<file path="config.mk">
export PLATFORM = sky130hd
export DESIGN_NAME = framed_upload_receiver_crc16_top_flat
export DESIGN_NICKNAME = d
export VERILOG_FILES = /design/src/sv/fur_pkg.sv /design/src/sv/fur_if.sv /design/src/sv/fur_front.sv /design/src/sv/fur_queue.sv /design/src/sv/fur_back.sv /design/src/sv/framed_upload_receiver_crc16_top.sv /design/src/flat_wrapper.sv
export SDC_FILE = /design/constraint.sdc
export NUM_CORES = 1
export LEC_CHECK = 0
export ABC_AREA = 1
export BUFFER_PORTS_ARGS = -buffer_cell sky130_fd_sc_hd__buf_4
export CORE_MARGIN = 10
export CORE_UTILIZATION = 34
export CTS_BUF_LIST = sky130_fd_sc_hd__clkbuf_4 sky130_fd_sc_hd__clkbuf_8 sky130_fd_sc_hd__clkbuf_16
export DETAILED_ROUTE_END_ITERATION = 8
export HOLD_SLACK_MARGIN = 0.15
export SYNTH_ARGS = -nofsm -noshare
export SYNTH_HDL_FRONTEND = slang
export SYNTH_SLANG_ARGS = --single-unit
</file>
<file path="constraint.sdc">
create_clock -name clk -period 14.75 [get_ports clk]
set_input_delay 0 -clock clk [delete_from_list [all_inputs] [get_ports clk]]
set_output_delay 0 -clock clk [all_outputs]
set_load 0.1 [all_outputs]
</file>
<file path="src/sv/fur_pkg.sv">
// ----------------------------------------------------------------------------
// fur_pkg: shared types and constants of the upload receiver
// Job codes, result kinds, header constants and the CRC-16/XMODEM byte step.
// ----------------------------------------------------------------------------
`default_nettype none

package fur_pkg;

    localparam int LENGTH_BITS_DEFAULT = 20;
    localparam int HDR_LEN             = 8;
    localparam int HDR_COUNT_MAX       = HDR_LEN + 1;
    localparam int ADDR_W              = 20;
    localparam int CAP_W               = 21;
    localparam int QUEUE_DEPTH         = 4;

    localparam logic [15:0]      MAGIC_WORD     = 16'hFF01;
    localparam logic [7:0]       REJECT_BYTE    = 8'hFF;
    localparam logic [15:0]      CRC_POLY       = 16'h1021;
    localparam logic [CAP_W-1:0] CAPACITY_RESET = 21'd65536;

    // result kinds on the output channel
    typedef enum logic [1:0] {
        KIND_ECHO  = 2'd0,
        KIND_WRITE = 2'd1,
        KIND_CRC   = 2'd2
    } kind_t;

    // work handed from the front to the back
    typedef enum logic [1:0] {
        JOB_ECHO_HDR  = 2'd0,
        JOB_ECHO_REJ  = 2'd1,
        JOB_WRITE     = 2'd2,
        JOB_WRITE_CRC = 2'd3
    } job_kind_t;

    typedef struct packed {
        job_kind_t         kind;
        logic [7:0]        data;
        logic [ADDR_W-1:0] addr;
        logic [15:0]       crc;
        logic [63:0]       header;
    } job_t;

    // one byte of CRC-16/XMODEM: poly 0x1021, msb first
    function automatic logic [15:0] crc16_update(input logic [15:0] crc_in,
                                                 input logic [7:0]  data);
        logic [15:0] c;
        c = crc_in ^ {data, 8'h00};
        for (int i = 0; i < 8; i++) begin
            if (c[15])
                c = {c[14:0], 1'b0} ^ CRC_POLY;
            else
                c = {c[14:0], 1'b0};
        end
        return c;
    endfunction

endpackage

`default_nettype wire

</file>
<file path="src/sv/fur_if.sv">
// ----------------------------------------------------------------------------
// fur_if: valid/ready channels of the upload receiver
// Byte channel into the block and result channel out of it.
// ----------------------------------------------------------------------------
`default_nettype none

interface fur_byte_if;
    logic       valid;
    logic       ready;
    logic       command;
    logic [7:0] data_byte;
    logic       packet_end;

    modport source (output valid, command, data_byte, packet_end, input ready);
    modport sink   (input valid, command, data_byte, packet_end, output ready);
endinterface

interface fur_result_if;
    logic                       valid;
    logic                       ready;
    logic [1:0]                 kind;
    logic [7:0]                 out_byte;
    logic [fur_pkg::ADDR_W-1:0] write_address;
    logic                       last;

    modport source (output valid, kind, out_byte, write_address, last, input ready);
    modport sink   (input valid, kind, out_byte, write_address, last, output ready);
endinterface

`default_nettype wire

</file>
<file path="src/sv/fur_front.sv">
// ----------------------------------------------------------------------------
// fur_front: byte intake and packet classification
// Holds the protocol state, checks headers, updates the CRC and posts one
// job per byte that produces results.
// ----------------------------------------------------------------------------
`default_nettype none

module fur_front #(
    parameter int LENGTH_BITS = fur_pkg::LENGTH_BITS_DEFAULT
) (
    input  wire logic                      clk,
    input  wire logic                      rst_n,
    fur_byte_if.sink                       rx,
    input  wire logic                      cfg_we,
    input  wire logic [fur_pkg::CAP_W-1:0] cfg_wdata,
    input  wire logic                      queue_full,
    output fur_pkg::job_t                  job,
    output logic                           job_push
);

    localparam int LEN_W = (LENGTH_BITS < fur_pkg::CAP_W) ? LENGTH_BITS + 1
                                                           : fur_pkg::CAP_W;
    localparam logic [32:0] HARD_LIMIT = 33'd1 << LENGTH_BITS;

    logic [fur_pkg::CAP_W-1:0] capacity_reg;
    logic                      receiving_reg, receiving_next;
    logic                      save_pending_reg, save_pending_next;
    logic                      drop_rest_reg, drop_rest_next;
    logic [3:0]                hdr_count_reg, hdr_count_next;
    logic [LEN_W-1:0]          length_reg, length_next;
    logic [LEN_W-1:0]          offset_reg, offset_next;
    logic [15:0]               crc_reg, crc_next;
    logic [7:0]                hdr_reg [fur_pkg::HDR_LEN];

    logic             accept;
    logic             hdr_we;
    logic [15:0]      crc_new;
    logic [LEN_W-1:0] offset_inc;
    logic             last_payload;
    logic [31:0]      len_field;
    logic             len_ok;
    logic             magic_ok;

    assign rx.ready = !queue_full;
    assign accept   = rx.valid && !queue_full;

    // decode the header held so far
    assign crc_new      = fur_pkg::crc16_update(crc_reg, rx.data_byte);
    assign offset_inc   = offset_reg + 1'b1;
    assign last_payload = (offset_inc == length_reg);
    assign len_field    = {hdr_reg[2], hdr_reg[3], hdr_reg[4], hdr_reg[5]};
    assign magic_ok     = ({hdr_reg[0], hdr_reg[1]} == fur_pkg::MAGIC_WORD);
    assign len_ok       = (len_field != 32'd0)
                       && (len_field <= 32'(capacity_reg))
                       && (33'(len_field) <= HARD_LIMIT);
    assign hdr_we       = accept && !rx.command && !drop_rest_reg && !receiving_reg
                       && (hdr_count_reg < 4'(fur_pkg::HDR_LEN));

    // classify the accepted transaction
    always_comb
    begin
        receiving_next    = receiving_reg;
        save_pending_next = save_pending_reg;
        drop_rest_next    = drop_rest_reg;
        hdr_count_next    = hdr_count_reg;
        length_next       = length_reg;
        offset_next       = offset_reg;
        crc_next          = crc_reg;
        job_push          = 1'b0;
        job.kind          = fur_pkg::JOB_WRITE;
        job.data          = rx.data_byte;
        job.addr          = fur_pkg::ADDR_W'(offset_reg);
        job.crc           = crc_new;
        job.header        = {hdr_reg[0], hdr_reg[1], hdr_reg[2], hdr_reg[3],
                             hdr_reg[4], hdr_reg[5], hdr_reg[6], rx.data_byte};
        if (accept)
        begin
            priority if (rx.command)
            begin
                save_pending_next = 1'b0;
            end
            else if (drop_rest_reg)
            begin
                if (rx.packet_end)
                    drop_rest_next = 1'b0;
            end
            else if (receiving_reg)
            begin
                job_push    = 1'b1;
                offset_next = offset_inc;
                crc_next    = crc_new;
                if (last_payload)
                begin
                    job.kind          = fur_pkg::JOB_WRITE_CRC;
                    save_pending_next = 1'b1;
                    receiving_next    = 1'b0;
                    hdr_count_next    = 4'd0;
                    drop_rest_next    = !rx.packet_end;
                end
            end
            else
            begin
                if (hdr_count_reg < 4'(fur_pkg::HDR_COUNT_MAX))
                    hdr_count_next = hdr_count_reg + 4'd1;
                if (rx.packet_end)
                begin
                    hdr_count_next = 4'd0;
                    if ((hdr_count_reg == 4'(fur_pkg::HDR_LEN - 1)) && !save_pending_reg
                        && magic_ok)
                    begin
                        job_push = 1'b1;
                        if (len_ok)
                        begin
                            job.kind       = fur_pkg::JOB_ECHO_HDR;
                            length_next    = LEN_W'(len_field);
                            offset_next    = '0;
                            crc_next       = 16'h0000;
                            receiving_next = 1'b1;
                        end
                        else
                        begin
                            job.kind = fur_pkg::JOB_ECHO_REJ;
                        end
                    end
                end
            end
        end
    end

    // hold control state
    always_ff @(posedge clk or negedge rst_n)
    begin
        if (!rst_n)
        begin
            capacity_reg     <= fur_pkg::CAPACITY_RESET;
            receiving_reg    <= 1'b0;
            save_pending_reg <= 1'b0;
            drop_rest_reg    <= 1'b0;
            hdr_count_reg    <= 4'd0;
            length_reg       <= '0;
            offset_reg       <= '0;
            crc_reg          <= 16'h0000;
        end
        else
        begin
            if (cfg_we)
                capacity_reg <= cfg_wdata;
            receiving_reg    <= receiving_next;
            save_pending_reg <= save_pending_next;
            drop_rest_reg    <= drop_rest_next;
            hdr_count_reg    <= hdr_count_next;
            length_reg       <= length_next;
            offset_reg       <= offset_next;
            crc_reg          <= crc_next;
        end
    end

    // store header bytes as they arrive
    always_ff @(posedge clk)
    begin
        if (hdr_we)
            hdr_reg[hdr_count_reg[2:0]] <= rx.data_byte;
    end

`ifndef SYNTHESIS
    a_no_drop_while_receiving: assert property (@(posedge clk) disable iff (!rst_n)
        !(receiving_reg && drop_rest_reg))
        else $error("drop and receive active together");

    a_offset_in_range: assert property (@(posedge clk) disable iff (!rst_n)
        receiving_reg |-> (offset_reg < length_reg))
        else $error("payload offset beyond length");

    a_end_sets_pending: assert property (@(posedge clk) disable iff (!rst_n)
        (job_push && (job.kind == fur_pkg::JOB_WRITE_CRC)) |=>
        (save_pending_reg && !receiving_reg))
        else $error("last payload byte did not close the upload");
`endif

endmodule

`default_nettype wire

</file>
<file path="src/sv/fur_queue.sv">
// ----------------------------------------------------------------------------
// fur_queue: job queue between front and back
// Small register queue; the front stalls only when it is full.
// ----------------------------------------------------------------------------
`default_nettype none

module fur_queue (
    input  wire logic           clk,
    input  wire logic           rst_n,
    input  wire logic           push,
    input  fur_pkg::job_t       push_job,
    input  wire logic           pop,
    output fur_pkg::job_t       head_job,
    output logic                head_valid,
    output logic                full
);

    localparam int PTR_W = $clog2(fur_pkg::QUEUE_DEPTH);
    localparam int CNT_W = $clog2(fur_pkg::QUEUE_DEPTH + 1);

    fur_pkg::job_t    slot_reg [fur_pkg::QUEUE_DEPTH];
    logic [PTR_W-1:0] wr_ptr_reg, wr_ptr_next;
    logic [PTR_W-1:0] rd_ptr_reg, rd_ptr_next;
    logic [CNT_W-1:0] count_reg, count_next;

    assign head_job   = slot_reg[rd_ptr_reg];
    assign head_valid = (count_reg != '0);
    assign full       = (count_reg == CNT_W'(fur_pkg::QUEUE_DEPTH));

    // advance pointers and fill level
    always_comb
    begin
        wr_ptr_next = push ? wr_ptr_reg + 1'b1 : wr_ptr_reg;
        rd_ptr_next = pop  ? rd_ptr_reg + 1'b1 : rd_ptr_reg;
        count_next  = count_reg + CNT_W'(push) - CNT_W'(pop);
    end

    always_ff @(posedge clk or negedge rst_n)
    begin
        if (!rst_n)
        begin
            wr_ptr_reg <= '0;
            rd_ptr_reg <= '0;
            count_reg  <= '0;
        end
        else
        begin
            wr_ptr_reg <= wr_ptr_next;
            rd_ptr_reg <= rd_ptr_next;
            count_reg  <= count_next;
        end
    end

    // write the slot at the tail
    always_ff @(posedge clk)
    begin
        if (push)
            slot_reg[wr_ptr_reg] <= push_job;
    end

endmodule

`default_nettype wire

</file>
<file path="src/sv/fur_back.sv">
// ----------------------------------------------------------------------------
// fur_back: result sequencer
// Expands each job into its result transactions through an output register.
// ----------------------------------------------------------------------------
`default_nettype none

module fur_back (
    input  wire logic     clk,
    input  wire logic     rst_n,
    input  fur_pkg::job_t job,
    input  wire logic     job_valid,
    output logic          job_pop,
    fur_result_if.source  tx
);

    logic [2:0]                 step_reg, step_next;
    logic                       out_valid_reg, out_valid_next;
    logic [1:0]                 kind_reg;
    logic [7:0]                 byte_reg;
    logic [fur_pkg::ADDR_W-1:0] addr_reg;
    logic                       last_reg;

    logic                       load;
    logic [2:0]                 hdr_idx;
    fur_pkg::kind_t             res_kind;
    logic [7:0]                 res_byte;
    logic [fur_pkg::ADDR_W-1:0] res_addr;
    logic                       res_last;

    assign load    = job_valid && (!out_valid_reg || tx.ready);
    assign hdr_idx = ~step_reg;
    assign job_pop = load && res_last;

    // form the result for the current step of the head job
    always_comb
    begin
        res_kind = fur_pkg::KIND_ECHO;
        res_byte = job.header[{hdr_idx, 3'b000} +: 8];
        res_addr = '0;
        res_last = (step_reg == 3'(fur_pkg::HDR_LEN - 1));
        unique case (job.kind)
            fur_pkg::JOB_ECHO_HDR:
            begin
                res_kind = fur_pkg::KIND_ECHO;
            end
            fur_pkg::JOB_ECHO_REJ:
            begin
                res_byte = fur_pkg::REJECT_BYTE;
            end
            fur_pkg::JOB_WRITE:
            begin
                res_kind = fur_pkg::KIND_WRITE;
                res_byte = job.data;
                res_addr = job.addr;
                res_last = 1'b1;
            end
            fur_pkg::JOB_WRITE_CRC:
            begin
                res_last = (step_reg == 3'd2);
                if (step_reg == 3'd0)
                begin
                    res_kind = fur_pkg::KIND_WRITE;
                    res_byte = job.data;
                    res_addr = job.addr;
                end
                else
                begin
                    res_kind = fur_pkg::KIND_CRC;
                    res_byte = (step_reg == 3'd1) ? job.crc[15:8] : job.crc[7:0];
                end
            end
        endcase
    end

    // advance step and output valid
    always_comb
    begin
        step_next      = step_reg;
        out_valid_next = out_valid_reg;
        if (load)
        begin
            step_next      = res_last ? 3'd0 : step_reg + 3'd1;
            out_valid_next = 1'b1;
        end
        else if (tx.ready)
        begin
            out_valid_next = 1'b0;
        end
    end

    always_ff @(posedge clk or negedge rst_n)
    begin
        if (!rst_n)
        begin
            step_reg      <= 3'd0;
            out_valid_reg <= 1'b0;
        end
        else
        begin
            step_reg      <= step_next;
            out_valid_reg <= out_valid_next;
        end
    end

    // hold the result payload until taken
    always_ff @(posedge clk)
    begin
        if (load)
        begin
            kind_reg <= res_kind;
            byte_reg <= res_byte;
            addr_reg <= res_addr;
            last_reg <= res_last;
        end
    end

    assign tx.valid         = out_valid_reg;
    assign tx.kind          = kind_reg;
    assign tx.out_byte      = byte_reg;
    assign tx.write_address = addr_reg;
    assign tx.last          = last_reg;

endmodule

`default_nettype wire

</file>
<file path="src/sv/framed_upload_receiver_crc16_top.sv">
// ----------------------------------------------------------------------------
// framed_upload_receiver_crc16_top: framed upload receiver with CRC-16
// Header check and echo, payload writes with offsets, CRC-16/XMODEM trailer.
//
//   channel      dir   handshake      payload
//   byte_chan    in    valid/ready    command, data_byte, packet_end
//   result_chan  out   valid/ready    kind, out_byte, write_address, last
//   cfg          in    cfg_we         cfg_wdata (payload capacity)
//
// A byte transaction is taken every cycle while the four-entry job queue has
// room. Payload bytes give one result per cycle; a header gives eight results
// and the last payload byte three, set by the one-result-per-cycle output
// register of the back end. A stalled result channel fills the queue and then
// stalls byte_chan. Reset clears control state at once; no clearing pass.
// ----------------------------------------------------------------------------
`default_nettype none

module framed_upload_receiver_crc16_top #(
    parameter int LENGTH_BITS = fur_pkg::LENGTH_BITS_DEFAULT
) (
    input  wire logic                      clk,
    input  wire logic                      rst_n,
    fur_byte_if.sink                       byte_chan,
    fur_result_if.source                   result_chan,
    input  wire logic                      cfg_we,
    input  wire logic [fur_pkg::CAP_W-1:0] cfg_wdata
);

    fur_pkg::job_t push_job;
    fur_pkg::job_t head_job;
    logic          push;
    logic          pop;
    logic          head_valid;
    logic          full;

    // classify incoming bytes
    fur_front #(
        .LENGTH_BITS (LENGTH_BITS)
    ) u_front (
        .clk        (clk),
        .rst_n      (rst_n),
        .rx         (byte_chan),
        .cfg_we     (cfg_we),
        .cfg_wdata  (cfg_wdata),
        .queue_full (full),
        .job        (push_job),
        .job_push   (push)
    );

    // decouple front and back
    fur_queue u_queue (
        .clk        (clk),
        .rst_n      (rst_n),
        .push       (push),
        .push_job   (push_job),
        .pop        (pop),
        .head_job   (head_job),
        .head_valid (head_valid),
        .full       (full)
    );

    // emit result transactions
    fur_back u_back (
        .clk       (clk),
        .rst_n     (rst_n),
        .job       (head_job),
        .job_valid (head_valid),
        .job_pop   (pop),
        .tx        (result_chan)
    );

endmodule

`default_nettype wire

</file>
<file path="src/flat_wrapper.sv">
// flat-port wrapper written by rule: the top's interface ports become plain ports
module framed_upload_receiver_crc16_top_flat 
#(
    parameter int LENGTH_BITS = fur_pkg::LENGTH_BITS_DEFAULT
)
  (clk, rst_n, cfg_we, cfg_wdata, byte_chan_valid, byte_chan_command, byte_chan_data_byte, byte_chan_packet_end, byte_chan_ready, result_chan_valid, result_chan_kind, result_chan_out_byte, result_chan_write_address, result_chan_last, result_chan_ready);
  fur_byte_if byte_chan_i ();
  fur_result_if result_chan_i ();
  input  wire logic clk;
  input  wire logic rst_n;
  input  wire logic cfg_we;
  input  wire logic [fur_pkg::CAP_W-1:0] cfg_wdata;
  input wire logic [$bits(byte_chan_i.valid)-1:0] byte_chan_valid;
  input wire logic [$bits(byte_chan_i.command)-1:0] byte_chan_command;
  input wire logic [$bits(byte_chan_i.data_byte)-1:0] byte_chan_data_byte;
  input wire logic [$bits(byte_chan_i.packet_end)-1:0] byte_chan_packet_end;
  output wire logic [$bits(byte_chan_i.ready)-1:0] byte_chan_ready;
  output wire logic [$bits(result_chan_i.valid)-1:0] result_chan_valid;
  output wire logic [$bits(result_chan_i.kind)-1:0] result_chan_kind;
  output wire logic [$bits(result_chan_i.out_byte)-1:0] result_chan_out_byte;
  output wire logic [$bits(result_chan_i.write_address)-1:0] result_chan_write_address;
  output wire logic [$bits(result_chan_i.last)-1:0] result_chan_last;
  input wire logic [$bits(result_chan_i.ready)-1:0] result_chan_ready;
  assign byte_chan_i.valid = byte_chan_valid;
  assign byte_chan_i.command = byte_chan_command;
  assign byte_chan_i.data_byte = byte_chan_data_byte;
  assign byte_chan_i.packet_end = byte_chan_packet_end;
  assign byte_chan_ready = byte_chan_i.ready;
  assign result_chan_valid = result_chan_i.valid;
  assign result_chan_kind = result_chan_i.kind;
  assign result_chan_out_byte = result_chan_i.out_byte;
  assign result_chan_write_address = result_chan_i.write_address;
  assign result_chan_last = result_chan_i.last;
  assign result_chan_i.ready = result_chan_ready;
  framed_upload_receiver_crc16_top #(.LENGTH_BITS(LENGTH_BITS)) u_core (.clk(clk), .rst_n(rst_n), .byte_chan(byte_chan_i), .result_chan(result_chan_i), .cfg_we(cfg_we), .cfg_wdata(cfg_wdata));
endmodule
</file>
==> metrics.md, run 1 <==
| Metric | Value |
|---|---|
| Status | complete, no violations |
| Largest net degree at the start of global routing | 95 |
| Hold endpoint | u_core.u_front.hdr_count_reg[2] |
| FMAX | 235 MHz |
| Worst slew margin | 20.5% |
| Cell family with most CP delay | buffers and inverters |
| Starting density of the core | 34.2% |
| Worst-path clk slew | 0.06 ns |
| Synth Cell Area | 24800 um2 |
| Buf/Inv on CP | 7 |
| VDD IR max | 135 uV |
| Clock Path Buffers | 3 |
| Io pins | 69 |
| Max Cap Viol | 0 |
| Post-Route WL | 65.9 mm |
| Flop and latch count out of synthesis | 592 |
| Port bufs | 68 |
| Worst Skew | 0.0203 ns |
| Largest stage delay, worst path | 0.77 ns |
| Top-area cell type share of the netlist area | 59.9% |
| Initial drt markers | 1562 |
| Final Slew Violations | 0 |
| Setup violations, final | 0 |
| Fin nets | 2359 |
| Fin. Hold Viols | 0 |
| Fin Hold WS | 0.311 ns |
| Wire length per cell | 20.0 um |
| Mean post-synth cell area | 11.6 um2 |
| Row count | 99 |
| GRT Total Usage | 15.1% |
| CP Class | flop to flop |
| Period utilisation layout | 28.9% |
| Die X | 290 um |
| H-tree levels | 2 |
| Top cells by area, synth | edfxtp_1, dfrtp_1, o21ai_0 |
| Seq/Total Area, Yosys | 69.6% |
| Die area | 84300 um2 |
| Async SR Flop Fraction | 16.4% |
| Syn. warnings | 0 |
| Worst reg2reg path endpoint | u_core.u_queue.slot_reg[2][42] |
| Worst min-delay path class | input pin to flop |
| Die H | 290 um |
| Slew @ Worst Pin | 1.18 ns |
| Detailed placement HPWL | 40.1 mm |
| Area growth, synth to finish | 18.2% |
| Residual DRC count | 0 |
| Routability congestion estimate | 0.893 |
| Crit path max fanout | 54 |
| Reg2reg path depth | 15 |
| CP max-delay cell | buf_4 |
| Vias per cell | 5.13 |
| CTS tree | done |
| Core Footprint | 72700 um2 |
| Clk Latency, worst-skew pair | 0.62 ns |
| CP Data Arrival Time | 4.49 ns |
| Vias in the first global route | 16700 |
| Hold depth | 5 |
| Initial antenna violation count | 2 |
| Layout cells sized above 1 | 10.1% |
| Vias | 16900 |
| P_leak | 10.7 nW |
| Critical-path cell list | nor2_1 -> nand2_1 -> nand2_1 -> inv_2 -> nand2_1 -> nor2_1 -> inv_2 -> nor2_1 -> buf_4 -> inv_2 -> nand2_2 -> inv_2 -> nor2_4 -> buf_4 -> buf_4 |
| Crit path top cell by count | inv_2 |
| Clock sinks | 592 |
| Drt first pass iters | 5 |
| Min cycle time layout | 4.26 ns |
| CP Capture Type | flop |
| Yosys top cell by area | edfxtp_1 |
| PwrDens | 169 nW/um2 |
| Clock root cell | clkbuf_16 |
| Mapped Cells | 2134 |
| Fill count | 6718 |
| Number of buffers created by CTS | 56 |
| Yosys cell types | 52 |
| Sum Neg Setup Slack | 0 ns |
| CP startpoint kind | flop |
| Top FF cell, synth | edfxtp_1 |
| Total grt overflow | 0 |
| Worst EP required | 14.98 ns |
| Worst hold start | byte_chan_packet_end |
| Mapped Nets | 2204 |
| Pre-CTS worst setup slack | 10.40 ns |
| Number of synthesized flops with an enable pin | 495 |
| Antenna viol nets, final | 0 |
| Max reg flops | 408 |
| R2R Path Start | u_core.u_queue.count_reg[1] |
| First-pass GRT wire length | 101 mm |
| Register-to-register setup slack | 10.49 ns |
| Setup WS post-layout | 10.49 ns |
| RSZ-0062 raised after global routing | no |
==> layout make-up <==
class / instances / area (um2) / share of cell area (%)
inverter: 142 / 536 / 1.82
clock inverter: 36 / 410 / 1.40
sequential: 592 / 17300 / 58.9
antenna: 1 / 2.50 / 0.00852
timing repair buffer: 192 / 1710 / 5.83
multi-input combinational: 1305 / 6660 / 22.7
clock buffer: 69 / 1550 / 5.27
tap: 959 / 1200 / 4.09
==> cells in the final DEF, fill, tap and decap left out, types with 6 or more instances in the layout <==
cell,Yosys,layout
a21oi_1,54,54
buf_4,1,91
bufinv_16,0,8
clkbuf_16,0,57
clkbuf_4,0,7
clkinv_1,4,16
clkinv_2,0,7
dfrtp_1,96,94
dlygate4sd3_1,0,100
edfxtp_1,495,495
ha_1,33,33
inv_1,130,129
inv_2,8,9
nand2_1,325,325
nand2_2,11,11
nand3_1,111,111
nand4_1,13,13
nor2_1,309,304
nor2_4,5,10
nor3_1,14,12
o211ai_1,11,11
o21ai_0,266,266
o21ai_1,6,6
o221ai_1,50,50
o22ai_1,21,21
xnor2_1,13,13
xor2_1,16,16
==> how the worst max path moves through the flow <==
stage	from	end	slack, ns	depth (start not counted)
2_1_floorplan	u_core.u_queue.count_reg[1]	u_core.u_queue.slot_reg[0][100]	7.83	12
6_report	u_core.u_queue.count_reg[1]	u_core.u_queue.slot_reg[2][42]	10.49	15
5_1_grt	u_core.u_front.hdr_reg[1][4]	u_core.u_queue.slot_reg[2][16]	10.06	9
4_1_cts	u_core.u_front.hdr_reg[1][4]	u_core.u_queue.slot_reg[2][29]	10.37	9
3_3_place_gp	u_core.u_front.hdr_reg[1][4]	u_core.u_queue.slot_reg[2][35]	10.46	9
3_5_place_dp	u_core.u_front.hdr_reg[1][4]	u_core.u_queue.slot_reg[2][27]	10.40	9
==> worst register-to-register path, delay by kind of cell (launching register included) <==
family | cells | cell delay (ns)
buffers and inverters | 7 | 2.11
and+or+nand+nor | 8 | 1.30
DFF | 1 | 0.43
==> where the power goes <==
group / switching (W) / internal [W]
logic: 0.00108 / 0.000364
clock network: 0.000624 / 0.000887
registers: 0.0000965 / 0.00191
==> layer usage <==
| layer | track usage (%) | part of all wire [%] |
|---|---|---|
| met1 | 19.6 | 42 |
| met2 | 25.4 | 49 |
| met3 | 2.29 | 5.7 |
| met4 | 5.18 | 2.9 |
| met5 | 0 | 0 |
==> per-stage QoR <==
stage          total power (W)  cell area (um2)  instances  utilization [%]
2_1_floorplan          0.00299            24800       2134                -
3_3_place_gp           0.00343            26400       3089             36.3
3_5_place_dp           0.00345            26400       3089             36.3
4_1_cts                0.00498            29400       3295             40.4
5_1_grt                0.00518            29400       3296             40.4
6_report               0.00496            29400       3296             40.4
==> timing repair <==
action,CTS,global route
setup buffers,0,0
hold endpoints to repair,240,0
hold buffers,101,0
gates resized for setup,0,0
==> cells in the mapped netlist (21+ instances only) <==
cell and count:
clkbuf_1 67, o22ai_1 21, buf_2 24, nand2_1 325, edfxtp_1 495, inv_1 130
nor2_1 309, nand3_1 111, o221ai_1 50, a21oi_1 54, o21ai_0 266, ha_1 33
dfrtp_1 96
==> cells by family (layout without fill, tap and decap cells) <==
logic type,count (synthesis),count (layout),synth area share [%]
compound gates,429,429,9.94
xor+xnor,29,29,1.02
fa+ha+maj,34,34,1.74
buf+inv,237,439,3.76
flops,592,592,69.6
mux,2,2,0.0856
other cells,0,1,0
simple gates,811,811,13.8
Note: power is estimated with default switching activity, not from simulation.
==> run 2: changes to the inputs <==
--- a/config.mk
+++ b/config.mk
@@ -5,7 +5,7 @@
 export SDC_FILE = /design/constraint.sdc
 export NUM_CORES = 1
 export LEC_CHECK = 0
-export ABC_AREA = 1
+export ABC_AREA = 0
 export BUFFER_PORTS_ARGS = -buffer_cell sky130_fd_sc_hd__buf_4
 export CORE_MARGIN = 10
 export CORE_UTILIZATION = 34
==> constraint.sdc (replaced) <==
create_clock -name clk -period 3.9 [get_ports clk]
set_input_delay 0 -clock clk [delete_from_list [all_inputs] [get_ports clk]]
set_output_delay 0 -clock clk [all_outputs]
set_load 0.1 [all_outputs]
==> run 2 against run 1 <==
  * Core utilization is 0.98 points higher
  * Maximum frequency is 16% higher
  * Worst hold slack worse by 0.11 ns
  * Clock power grew to 3.9 times the previous value
  * Routed wire length is 14% lower
  * Critical endpoint is now u_core.u_front.save_pending_reg
  * Largest cell class unchanged
  * Highest routed layer unchanged
==> metrics.md, run 2 <==
| Metric | Value |
|---|---|
| CP startpoint kind | flop |
| Syn. warnings | 0 |
| Yosys top cell by area | edfxtp_1 |
| Mapped Nets | 1434 |
| Top cells by area, synth | edfxtp_1, mux4_2, dfrtp_1 |
| Clock sinks | 592 |
| Yosys cell types | 67 |
| P_leak | 10.1 nW |
| Worst min-delay path class | input pin to flop |
| Vias in the first global route | 13500 |
| PwrDens | 671 nW/um2 |
| Post-Route WL | 56.6 mm |
| Post-DP Area | 26000 um2 |
| H-tree levels | 3 |
| FMAX | 272 MHz |
| First-pass GRT wire length | 85.4 mm |
| Top FF cell, synth | edfxtp_1 |
| Clock Path Buffers | 3 |
| R2R Path Start | u_core.u_front.offset_reg[1] |
| Fin nets | 1638 |
| Wire length per cell | 22.1 um |
| Io pins | 69 |
| Row count | 97 |
| Commonest cells after routing, fill and taps aside | edfxtp_1, mux4_2, buf_4 |
| GRT Total Usage | 13.7% |
| Max reg flops | 408 |
| CP Data Arrival Time | 4.14 ns |
| Min cycle time layout | 3.67 ns |
| Reg2reg path depth | 10 |
| Port bufs | 68 |
| Vias | 13000 |
| Worst reg2reg path endpoint | u_core.u_front.save_pending_reg |
| Largest stage delay, worst path | 0.55 ns |
| Max Cap Viol | 0 |
| Flop and latch count out of synthesis | 592 |
| Mean post-synth cell area | 17.7 um2 |
| Status | complete, no violations |
| Worst hold start | result_chan_ready |
| Top-count cell post-synth | edfxtp_1 |
| Critical-path cell list | ha_1 -> nand3_1 -> or3_1 -> nor2_2 -> mux2_2 -> o31a_1 -> o2111ai_2 -> nor3_1 -> o21a_1 -> dlygate4sd3_1 |
| Overall Power | 0.0195 W |
| VDD IR max | 434 uV |
| Total grt overflow | 0 |
| Drt first pass iters | 5 |
| Largest net degree at the start of global routing | 74 |
| Final Cell Area | 29000 um2 |
| Worst Setup SP | u_core.u_front.offset_reg[1] |
| Top-area cell type share of the netlist area | 61.6% |
| Area growth, synth to finish | 20.3% |
| Final Slew Violations | 0 |
| Seq/Total Area, Yosys | 71.7% |
| Number of synthesized flops with an enable pin | 495 |
| Routability congestion estimate | 0.851 |
| Period utilisation layout | 94.1% |
| Sum Neg Setup Slack | 0 ns |
| Initial antenna violation count | 2 |
| Register-to-register setup slack | 0.23 ns |
| Worst slew margin | 17.4% |
| Die X | 286 um |
| Hold endpoint | u_core.u_back.tx.valid |
| Synth Cell Area | 24100 um2 |
| Layout cells sized above 1 | 24.2% |
| Initial drt markers | 971 |
| Mapped Cells | 1364 |
| Async SR Flop Fraction | 16.4% |
| Post-synthesis mux area share | 12.7% |
| Buf/Inv on CP | 1 |
| CP Class | flop to flop |
| Largest family of logic cells by synthesized area | multiplexers |
| Cell family with most CP delay | simple AND/OR/NAND/NOR gates |
| RSZ-0062 raised after global routing | no |
| Hold depth | 5 |
| Die area | 82000 um2 |
| CTS tree | done |
| Synth Area in Compound Gates | 4.34% |
| Post-CTS Repair Setup Buffers | 0 |
| Antenna diode count | 0 |
| Starting density of the core | 34.4% |
| Setup violations, final | 0 |
| Residual DRC count | 0 |
| Most common cell after layout, fill and taps aside | edfxtp_1 |
| Number of buffers created by CTS | 66 |
| Clk Latency, worst-skew pair | 0.60 ns |
| Fin. Hold Viols | 0 |
| Die H | 286 um |
| Slew @ Worst Pin | 1.24 ns |
| Simple-gate share of the synthesized area | 5.44% |
| Worst EP required | 4.36 ns |
| Clock root cell | clkbuf_16 |
| Crit path max fanout | 9 |
| Worst Skew | 0.0260 ns |
| Synth Area in XOR/XNOR | 2.14% |
| Vias per cell | 5.10 |
| CP Capture Type | flop |
| Worst-path clk slew | 0.06 ns |
| CP max-delay cell | dlygate4sd3_1 |
| Detailed placement HPWL | 35.0 mm |
| Synth cell count leaders | edfxtp_1, mux4_2, dfrtp_1, nand2_1, o21ai_0 |
| Antenna viol nets, final | 0 |
| Adder-Cell Fraction of Synth Area | 1.79% |
| Core Footprint | 70100 um2 |
run 2: power breakdown:
part,total (W),internal [W],switching [W]
combinational,0.00551,0.00209,0.00342
sequential,0.00804,0.00762,0.000425
clock,0.00592,0.00352,0.00240
total,0.0195,0.0132,0.00624
run 2: cells by family after synthesis:
logic type               Yosys count
adder cells (fa/ha/maj)           34
AO/OA/AOI/OAI                    160
XOR/XNOR                          59
flip-flops                       592
multiplexers                     160
buffers and inverters            108
AND/OR/NAND/NOR                  251
run 2: area by class of cell:
cell class	instances	area, um2
well taps	940	1180
fillers	6300	41100
inverters	45	169
clock inverters	21	146
repair buffers	199	1880
clock buffers	93	1930
flip-flops and latches	592	17300
multi-input cells	664	6400
run 2: worst max-delay path by stage:
stage / end / slack [ns] / cells past startpoint
final: u_core.u_front.save_pending_reg / 0.23 / 10
after global routing: u_core.u_front.save_pending_reg / 0.05 / 10
after CTS: u_core.u_front.save_pending_reg / 0.22 / 10
after detailed placement: u_core.u_queue.slot_reg[0][108] / 0.59 / 9
after global placement: u_core.u_queue.count_reg[2] / 0.62 / 12
after floorplan: u_core.u_queue.slot_reg[0][100] / -0.19 / 6
run 2: metal layers:
layer | up-vias | GRT usage (%) | wire length, um
li1 | 5774 | - | -
met1 | 6837 | 18.4 | 24900
met2 | 346 | 22.0 | 27000
met3 | 77 | 2.71 | 3260
met4 | 0 | 4.71 | 1410
met5 | - | 0 | 0
run 2: repair_timing:
item	CTS	global route
resized for setup	0	2
hold endpoints to repair	228	0
setup endpoints to repair	0	1
hold buffers	94	0
run 2: tightest hold or removal path: stages:
cell and delay (ns):
dlygate4sd3_1 0.52, buf_4 0.10, inv_1 0.04, nand2_1 0.05, nand2_1 0.04
run 2: per-stage QoR:
| stage | worst slack (ns) | util (%) | hold slack, ns | cells |
|---|---|---|---|---|
| floorplan | -0.195 | - | -0.296 | 1364 |
| global route | 0.0549 | 41.4 | 0.221 | 2554 |
| finish | 0.229 | 41.4 | 0.197 | 2554 |
| CTS | 0.220 | 41.3 | 0.169 | 2554 |
| detailed placement | 0.592 | 37.0 | 0.133 | 2346 |
| global placement | 0.617 | 37.0 | 0.123 | 2346 |
